==> src/hdl/ivau_pkg.sv <==
// Shared types and codes of the interrupt vector allocator.
package ivau_pkg;

  // Action codes carried by an input beat.
  typedef enum logic [2:0] {
    ACT_ALLOC   = 3'd0,
    ACT_FREE    = 3'd1,
    ACT_ROUTE   = 3'd2,
    ACT_UNROUTE = 3'd3,
    ACT_RAISE   = 3'd4
  } ivau_action_t;

  // Status codes returned with each result beat.
  typedef enum logic [2:0] {
    ST_OK        = 3'd0,
    ST_INVALID   = 3'd1,
    ST_BUSY      = 3'd2,
    ST_NONE_FREE = 3'd3,
    ST_IGNORED   = 3'd4
  } ivau_status_t;

  // Sequencer states.
  typedef enum logic [1:0] {
    S_IDLE,
    S_SCAN,
    S_EXEC
  } ivau_state_t;

  // Write commands to the descriptor store.
  typedef struct packed {
    logic route;    // store handler id and flags, clear count, mark routed
    logic unroute;  // drop the handler id only
    logic bump;     // write back the incremented event count
  } ivau_desc_wr_t;

  localparam int unsigned WORD_BITS = 32;
  localparam int unsigned POS_W     = 5;
  localparam int unsigned VEC_W     = 8;
  localparam int unsigned HID_W     = 16;
  localparam int unsigned DATA_W    = 32;

endpackage

==> src/hdl/ivau_ffz.sv <==
// Find-first-zero encoder over one 32-bit word of the allocation map.
module ivau_ffz (
  input  logic [ivau_pkg::WORD_BITS-1:0] word,
  output logic                           found,
  output logic [ivau_pkg::POS_W-1:0]     pos
);

  logic [ivau_pkg::WORD_BITS-1:0] inv;
  logic [ivau_pkg::WORD_BITS-1:0] lowest;

  // Isolate the lowest free bit as a one-hot word.
  assign inv    = ~word;
  assign lowest = inv & (~inv + ivau_pkg::WORD_BITS'(1));
  assign found  = |inv;

  // Encode the one-hot position; each output bit is an independent OR.
  always_comb begin
    pos = '0;
    for (int i = 0; i < ivau_pkg::WORD_BITS; i++) begin
      if (lowest[i]) begin
        pos = pos | ivau_pkg::POS_W'(i);
      end
    end
  end

endmodule

==> config.mk <==
export PLATFORM = sky130hd
export DESIGN_NAME = ivau_ffz
export DESIGN_NICKNAME = d
export VERILOG_FILES = /design/src/hdl/ivau_pkg.sv /design/src/hdl/ivau_ffz.sv
export SDC_FILE = /design/constraint.sdc
export NUM_CORES = 1
export LEC_CHECK = 0
export ABC_AREA = 1
export BUFFER_PORTS_ARGS = -buffer_cell sky130_fd_sc_hd__buf_2
export CAP_MARGIN = 0
export CORE_MARGIN = 2
export CORE_UTILIZATION = 34
export DETAILED_ROUTE_END_ITERATION = 16
export PLACE_DENSITY_LB_ADDON = 0.08
export SLEW_MARGIN = 10
export SYNTH_ARGS = -nofsm -noshare
export SYNTH_HDL_FRONTEND = slang
export SYNTH_SLANG_ARGS = --single-unit
==> constraint.sdc <==
create_clock -name vclk -period 1.3
set_clock_uncertainty 0.1 [all_clocks]
set_input_delay 0.065 -clock vclk [all_inputs]
set_output_delay 0.065 -clock vclk [all_outputs]
set_load 0.03 [all_outputs]
* Word-level counts from Yosys, hierarchy flattened
Cells that the tools add are included.
** Storage, ports and cells
- Register bits after elaboration :: 0
** Operators by class
- Bitwise gates (word level) :: 3
- Multiplexer cells :: 31
- Reduce and logical (&&, ||, !) cells :: 1
- $add $sub $neg :: 1
** Operators with widths (count)
- two-way mux 5 bit :: 16
- NOT 32 bit :: 2
- adder 32 x 1 -> 32 bit, second input constant :: 1
- AND 32 bit :: 1
- two-way mux 4 bit :: 8
- OR reduction 32 bit :: 1
- two-way mux 3 bit :: 4
- two-way mux 2 bit :: 2
- two-way mux 1 bit :: 1

* Logic depth before layout (Yosys ltp)
Gate-level depths: netlist of the first run.
- Depth after elaboration :: 35
- Mapped depth :: 10
- Mapped depth without buffers :: 10

* Worst setup path before layout of the first run
No wires, ideal clock.
- Path kind :: input-to-output
- From :: input word[2] in the netlist's numbering
- To :: output pos[3] in the netlist's numbering
- Cell stages on the path :: 8
- Buffers on the path :: 0
- Arrival :: 1.044 ns
- Data required time :: 1.135 ns
- Path slack :: 0.091 ns
- Cell sequence :: nand2_1 nor2_2 nand3_2 nor2_4 nand3b_1 nand2_1 nor2_1 nand3_1
** On the way
- Cells in the longest elaborated chain, start to end :: 28
** RTL lines
- start: declaration :: line ivau_ffz.sv:3 : input logic [ivau_pkg::WORD_BITS-1:0] word,
- NOT 32 bit * :: line ivau_ffz.sv:12 : assign inv = ~word;
- NOT 32 bit * :: line ivau_ffz.sv:13 : assign lowest = inv & (~inv + ivau_pkg::WORD_BITS'(1));
- adder 32 x 1 -> 32 bit * :: line ivau_ffz.sv:13
- AND 32 bit * :: line ivau_ffz.sv:13
- two-way mux 4 bit (8 in a row) :: line ivau_ffz.sv:20 : if (lowest[i]) begin
- two-way mux 5 bit (15 in a row) :: line ivau_ffz.sv:20
- two-way mux 5 bit * :: line ivau_ffz.sv:20
- end: declaration :: line ivau_ffz.sv:5 : output logic [ivau_pkg::POS_W-1:0] pos
Every way passes the cells marked *; elsewhere a longest branch is shown, timed or not.

* Worst setup path in the final report of the first run
- From :: input word[1] in the netlist's numbering
- To :: output pos[0] in the netlist's numbering
** On the way
- Cells in the longest elaborated chain, start to end :: 35
** RTL lines (line)
- NOT 32 bit * :: ivau_ffz.sv:12
- NOT 32 bit :: ivau_ffz.sv:13
- adder 32 x 1 -> 32 bit :: ivau_ffz.sv:13
- AND 32 bit * :: ivau_ffz.sv:13
- two-way mux 1 bit :: ivau_ffz.sv:20
- two-way mux 2 bit (2 in a row) :: ivau_ffz.sv:20
- two-way mux 3 bit (4 in a row) :: ivau_ffz.sv:20
- two-way mux 4 bit (8 in a row) :: ivau_ffz.sv:20
- two-way mux 5 bit (15 in a row) :: ivau_ffz.sv:20
- two-way mux 5 bit * :: ivau_ffz.sv:20
Marked as above.

==> impl_metrics.yaml, run 1 <==
sta:
  final-hold-violation-count: 0
  max_freq_mhz: 741
  period_share_pct: 104
  fin_ws_ns: -0.0497
  post-route-min-period_ns: 1.35
  worst_slew_pin_slew_ns: 0.389
  grt_setup_unrepaired: "yes"
  slew_violations: 0
  setup_violations: 5
  relSlewSlack_pct: 73.8
synthesis:
  ys_seq_area_share_pct: 0
  yosysWarnings: 0
  synth_fp_nets: 210
  synth_cells: 178
  synth.avg_cell_area_um2: 4.55
  syn-cell-area_um2: 811
  synth.distinct_cells: 14
finish:
  nets: 277
  num-clock-buffers: 0
  synthToLayoutAreaGrowth_pct: 102
  fin_util_pct: 73.4
  fin_cells: 271
  fill_cells: 200
  n_antenna_cell: 0
  regArea_um2: 0
  seq_cells: 0
  layout-drive-gt1-share_pct: 51.4
critical_path:
  crit_required_ns: 1.13
  path_class: "input pin to output pin"
  cp-end-kind: "output pin"
  arrival_ns: 1.18
  start_kind: "input pin"
  crit_fanout: 3
placed_design:
  port_buffers: 38
  place.gp.congestion: 0.927
  dpl.hpwl_um: 2390
  placedCellCount: 268
flow_run:
  cap_violations: 0
power_and_ir_drop:
  p_per_area_nw_per_um2: 209
  p_leak_nw: 0.883
  ir_drop_uv: 158
route:
  ant_nets: 0
  wl_per_cell_um: 12.6
  drc: 0
  dr.pass1.iters: 4
  num_vias: 1355
  vias_per_cell: 5.00
  drt_iter0_markers: 39
  wl_um: 3420
grt:
  grt_antenna_before_repair: 0
  grt_pass1_wl_um: 5180
  overflow: 0
  first_global_vias: 1252
  grt_usage_pct: 23.9
  grt_max_degree: 6
floorplan:
  fp.dieW_um: 52.8
  die_y_um: 52.8
  ios: 38
  rows: 17
  die_area_um2: 2790
  initial_core_util_pct: 36.3
  fp.coreArea_um2: 2230
min_path:
  hold_start: "word[31]"
  hp-class: "input pin to output pin"
  hold_end: "found"
  min_path_cells: 5
run_status:
  violations: "negative setup slack"
  outcome: "finished with violations"
-- stage by stage --
step           area (um^2)  total power, mW  hold WS, ns  setup WS (ns)  setup TNS, ns
2_1_floorplan          811           0.0870        0.357         0.0914              0
3_3_place_gp          1220            0.227        0.507         -0.221          -1.00
3_5_place_dp          1220            0.231        0.508         -0.234          -1.08
4_1_cts               1470            0.298        0.513        -0.0251        -0.0532
5_1_grt               1640            0.367        0.562         -0.153         -0.562
6_report              1640            0.343        0.512        -0.0497         -0.187
-- timing repair --
item | CTS | global route
resized for setup | 64 | 44
cloned | 0 | 0
pin swaps | 31 | 35
hold buffers | 0 | 0
setup buffers | 3 | 0
setup endpoints to repair | 5 | 5
-- power by group --
| part | total, mW | internal, mW | switching (mW) | leakage [nW] |
|---|---|---|---|---|
| Combinational | 0.343 | 0.168 | 0.174 | 0.883 |
| Sequential | 0 | 0 | 0 | 0 |
| Clock | 0 | 0 | 0 | 0 |
| Total | 0.343 | 0.168 | 0.174 | 0.883 |
-- critical path, cell delays in order --
cell and delay [ns]:
buf_8 0.09, buf_4 0.11, nand3_1 0.10, nor3_1 0.37
nor2_1 0.09, nand3_1 0.09, nor2_1 0.05, nand3_1 0.09
buf_6 0.13
-- cell usage in the layout (no fill, tap or decap), types with 6 or more instances in the layout --
master,Yosys,layout
buf_2,0,17
nand3b_1,6,6
nor2_4,2,11
inv_1,25,24
buf_6,0,11
nor2_2,6,9
nand2_2,2,14
nand3_1,23,13
buf_4,0,33
nand2_4,0,6
nand3_2,4,11
nor2_1,39,27
nand2_1,56,35
-- metal layers --
layer	routed length (um)	global-route usage (%)	up-vias
met2	1770	48.5	36
li1	-	-	697
met5	0	0	-
met3	159	0.857	8
met4	72	1.28	0
met1	1420	28.3	614
-- area by class of cell --
cell class	count	area, um^2	area share (%)
Inverter	25	93.8	5.73
Multi-Input combinational cell	153	993	60.6
Tap cell	28	35.0	2.14
Timing Repair Buffer	65	517	31.5
-- how the worst max path moves through the flow --
stage                        from      to  cells past startpoint
after floorplan           word[2]  pos[3]                      8
after global placement    word[4]  pos[4]                     10
after detailed placement  word[4]  pos[4]                     10
after CTS                 word[3]  pos[4]                     10
after global routing      word[1]  pos[3]                     12
final                     word[1]  pos[0]                      9
-- cell usage after synthesis, drive strengths merged --
library cell | count | share of area, %
nand3 | 27 | 19
inv | 25 | 12
nand4 | 4 | 3.1
or2 | 1 | 0.77
nor2 | 47 | 25
nand3b | 7 | 6.9
o21ai | 4 | 2.5
nand2 | 58 | 27
nor3 | 5 | 3.1
-- logic make-up (layout without fill, tap and decap cells) --
| kind of cell | Yosys count | after routing | synth area share [%] |
|---|---|---|---|
| AND/OR/NAND/NOR | 149 | 149 | 86.0 |
| buffers and inverters | 25 | 90 | 11.6 |
| AO/OA/AOI/OAI | 4 | 4 | 2.47 |
Power figures use the tool's default switching activity.
==> run 2: changes to the inputs <==
==> constraint.sdc (replaced) <==
create_clock -name vclk -period 1.3
set_clock_uncertainty 0.1 [all_clocks]
set_input_delay 0.065 -clock vclk [all_inputs]
set_output_delay 0.065 -clock vclk [all_outputs]
set_load 0.02 [all_outputs]
==> run 2 against run 1 <==
  * The run still ends with negative setup slack left
  * Highest routed layer is now met3
  * Die area is the same
  * Total power shrank 8.9%
  * Maximum frequency grew 1.2%
  * Final cell count shrank 1.1%
==> impl_metrics.yaml, run 2 (synthesis results as in run 1) <==
run_status:
  outcome: "finished with violations"
  violations: "negative setup slack"
power_and_ir_drop:
  ir_drop_uv: 133
  power_mw: 0.312
  swShare_pct: 51.2
  p_per_area_nw_per_um2: 203
  internal_power_mw: 0.152
  seqPwrFrac_pct: 0
  clockPowerShare_pct: 0
  combPwrFrac_pct: 100.0
  p_sw_mw: 0.160
  p_leak_nw: 0.822
grt:
  grt_pass1_wl_um: 4610
  grt_usage_pct: 21.4
  first_global_vias: 1169
  grt_antenna_before_repair: 0
  grt_max_degree: 6
  overflow: 0
floorplan:
  ios: 38
  initial_core_util_pct: 36.3
  die_area_um2: 2790
  rows: 17
  die_y_um: 52.8
  fp.dieW_um: 52.8
  fp.coreArea_um2: 2230
flow_run:
  cap_violations: 0
sta:
  grt_setup_unrepaired: "yes"
  period_share_pct: 103
  tns_ns: -0.123
  fin_ws_ns: -0.0332
  setup_violations: 5
  slew_violations: 0
  final-hold-violation-count: 0
  relSlewSlack_pct: 84.3
  worst_slew_pin_slew_ns: 0.235
  post-route-min-period_ns: 1.33
  max_freq_mhz: 750
placed_design:
  dpl.hpwl_um: 2320
  place.gp.congestion: 0.874
  port_buffers: 38
min_path:
  hold_start: "word[31]"
  min_path_cells: 5
  hp-class: "input pin to output pin"
  hold_end: "found"
finish:
  nets: 274
  final_cell_mix: "nand2_1 (39), nor2_1 (30), buf_4 (25), inv_1 (24), buf_2 (24)"
  regArea_um2: 0
  n_antenna_cell: 0
  seq_cells: 0
  synthToLayoutAreaGrowth_pct: 89.8
  layout_commonest_cell: "nand2_1"
  num-clock-buffers: 0
  layout-drive-gt1-share_pct: 46.7
clock_network:
  ctsHoldBuffers: 0
route:
  wl_um: 3110
  drt_iter0_markers: 37
  dr.pass1.iters: 4
  wl_per_cell_um: 11.6
  ant_nets: 0
  vias_per_cell: 4.93
  drc: 0
  num_vias: 1322
critical_path:
  arrival_ns: 1.17
  path_class: "input pin to output pin"
  cp-end-kind: "output pin"
  crit_fanout: 5
  start_kind: "input pin"
  crit_required_ns: 1.13
## run 2: cell count changes in the layout (fill, tap and decap cells not counted), sizes merged
cell,delta
buf,-3
## run 2: critical path: stages
cell     delay [ns]
buf_8          0.09
nand2_8        0.06
nor2_4         0.18
nand2_4        0.10
nor2_4         0.18
nand2_1        0.11
nand3_2        0.11
nor2_1         0.04
nand3_1        0.10
buf_6          0.13
## run 2: how the worst max path moves through the flow
stage	from	to	depth (start not counted)
after floorplan	word[2]	pos[3]	8
after global placement	word[4]	pos[4]	10
after detailed placement	word[4]	pos[4]	10
after CTS	word[3]	pos[4]	10
after global routing	word[0]	pos[4]	10
final	word[0]	pos[2]	10
## run 2: layout make-up
cell class	instances	area [um^2]
repair buffers	62	477
well taps	28	35.0
multi-input cells	153	933
inverters	25	93.8
fillers	212	694
## run 2: metrics by stage
| stage | setup WS, ns | hold WS (ns) | instance area [um^2] | instances | util [%] |
|---|---|---|---|---|---|
| final | -0.0332 | 0.478 | 1540 | 268 | 68.9 |
| after global routing | -0.0906 | 0.519 | 1540 | 268 | 68.9 |
| after CTS | -0.0144 | 0.475 | 1430 | 267 | 64.2 |
| after detailed placement | -0.201 | 0.471 | 1190 | 264 | 53.1 |
| after global placement | -0.190 | 0.472 | 1190 | 264 | 53.1 |
| after floorplan | 0.161 | 0.293 | 811 | 178 | - |
## run 2: per-layer routing
layer  up-vias  track usage [%]  share of wire (%)
met4         0                0                  0
li1        692                -                  -
met3         0            0.286                3.9
met1       585             25.3                 44
met2        45             44.4                 52
met5         -                0                  0
## run 2: power groups by stage
stage                     sequential [mW]  combinational, mW  clock [mW]
final                                   0              0.312           0
after global routing                    0              0.336           0
after CTS                               0              0.279           0
after detailed placement                0              0.218           0
after global placement                  0              0.214           0
after floorplan                         0             0.0829           0
## run 2: timing repair
| item | CTS | global route |
|---|---|---|
| gates resized for setup | 61 | 24 |
| gates cloned | 0 | 0 |
| pin swaps | 30 | 12 |
| buffers inserted | 3 | 1 |
| endpoints found under the setup margin | 5 | 5 |
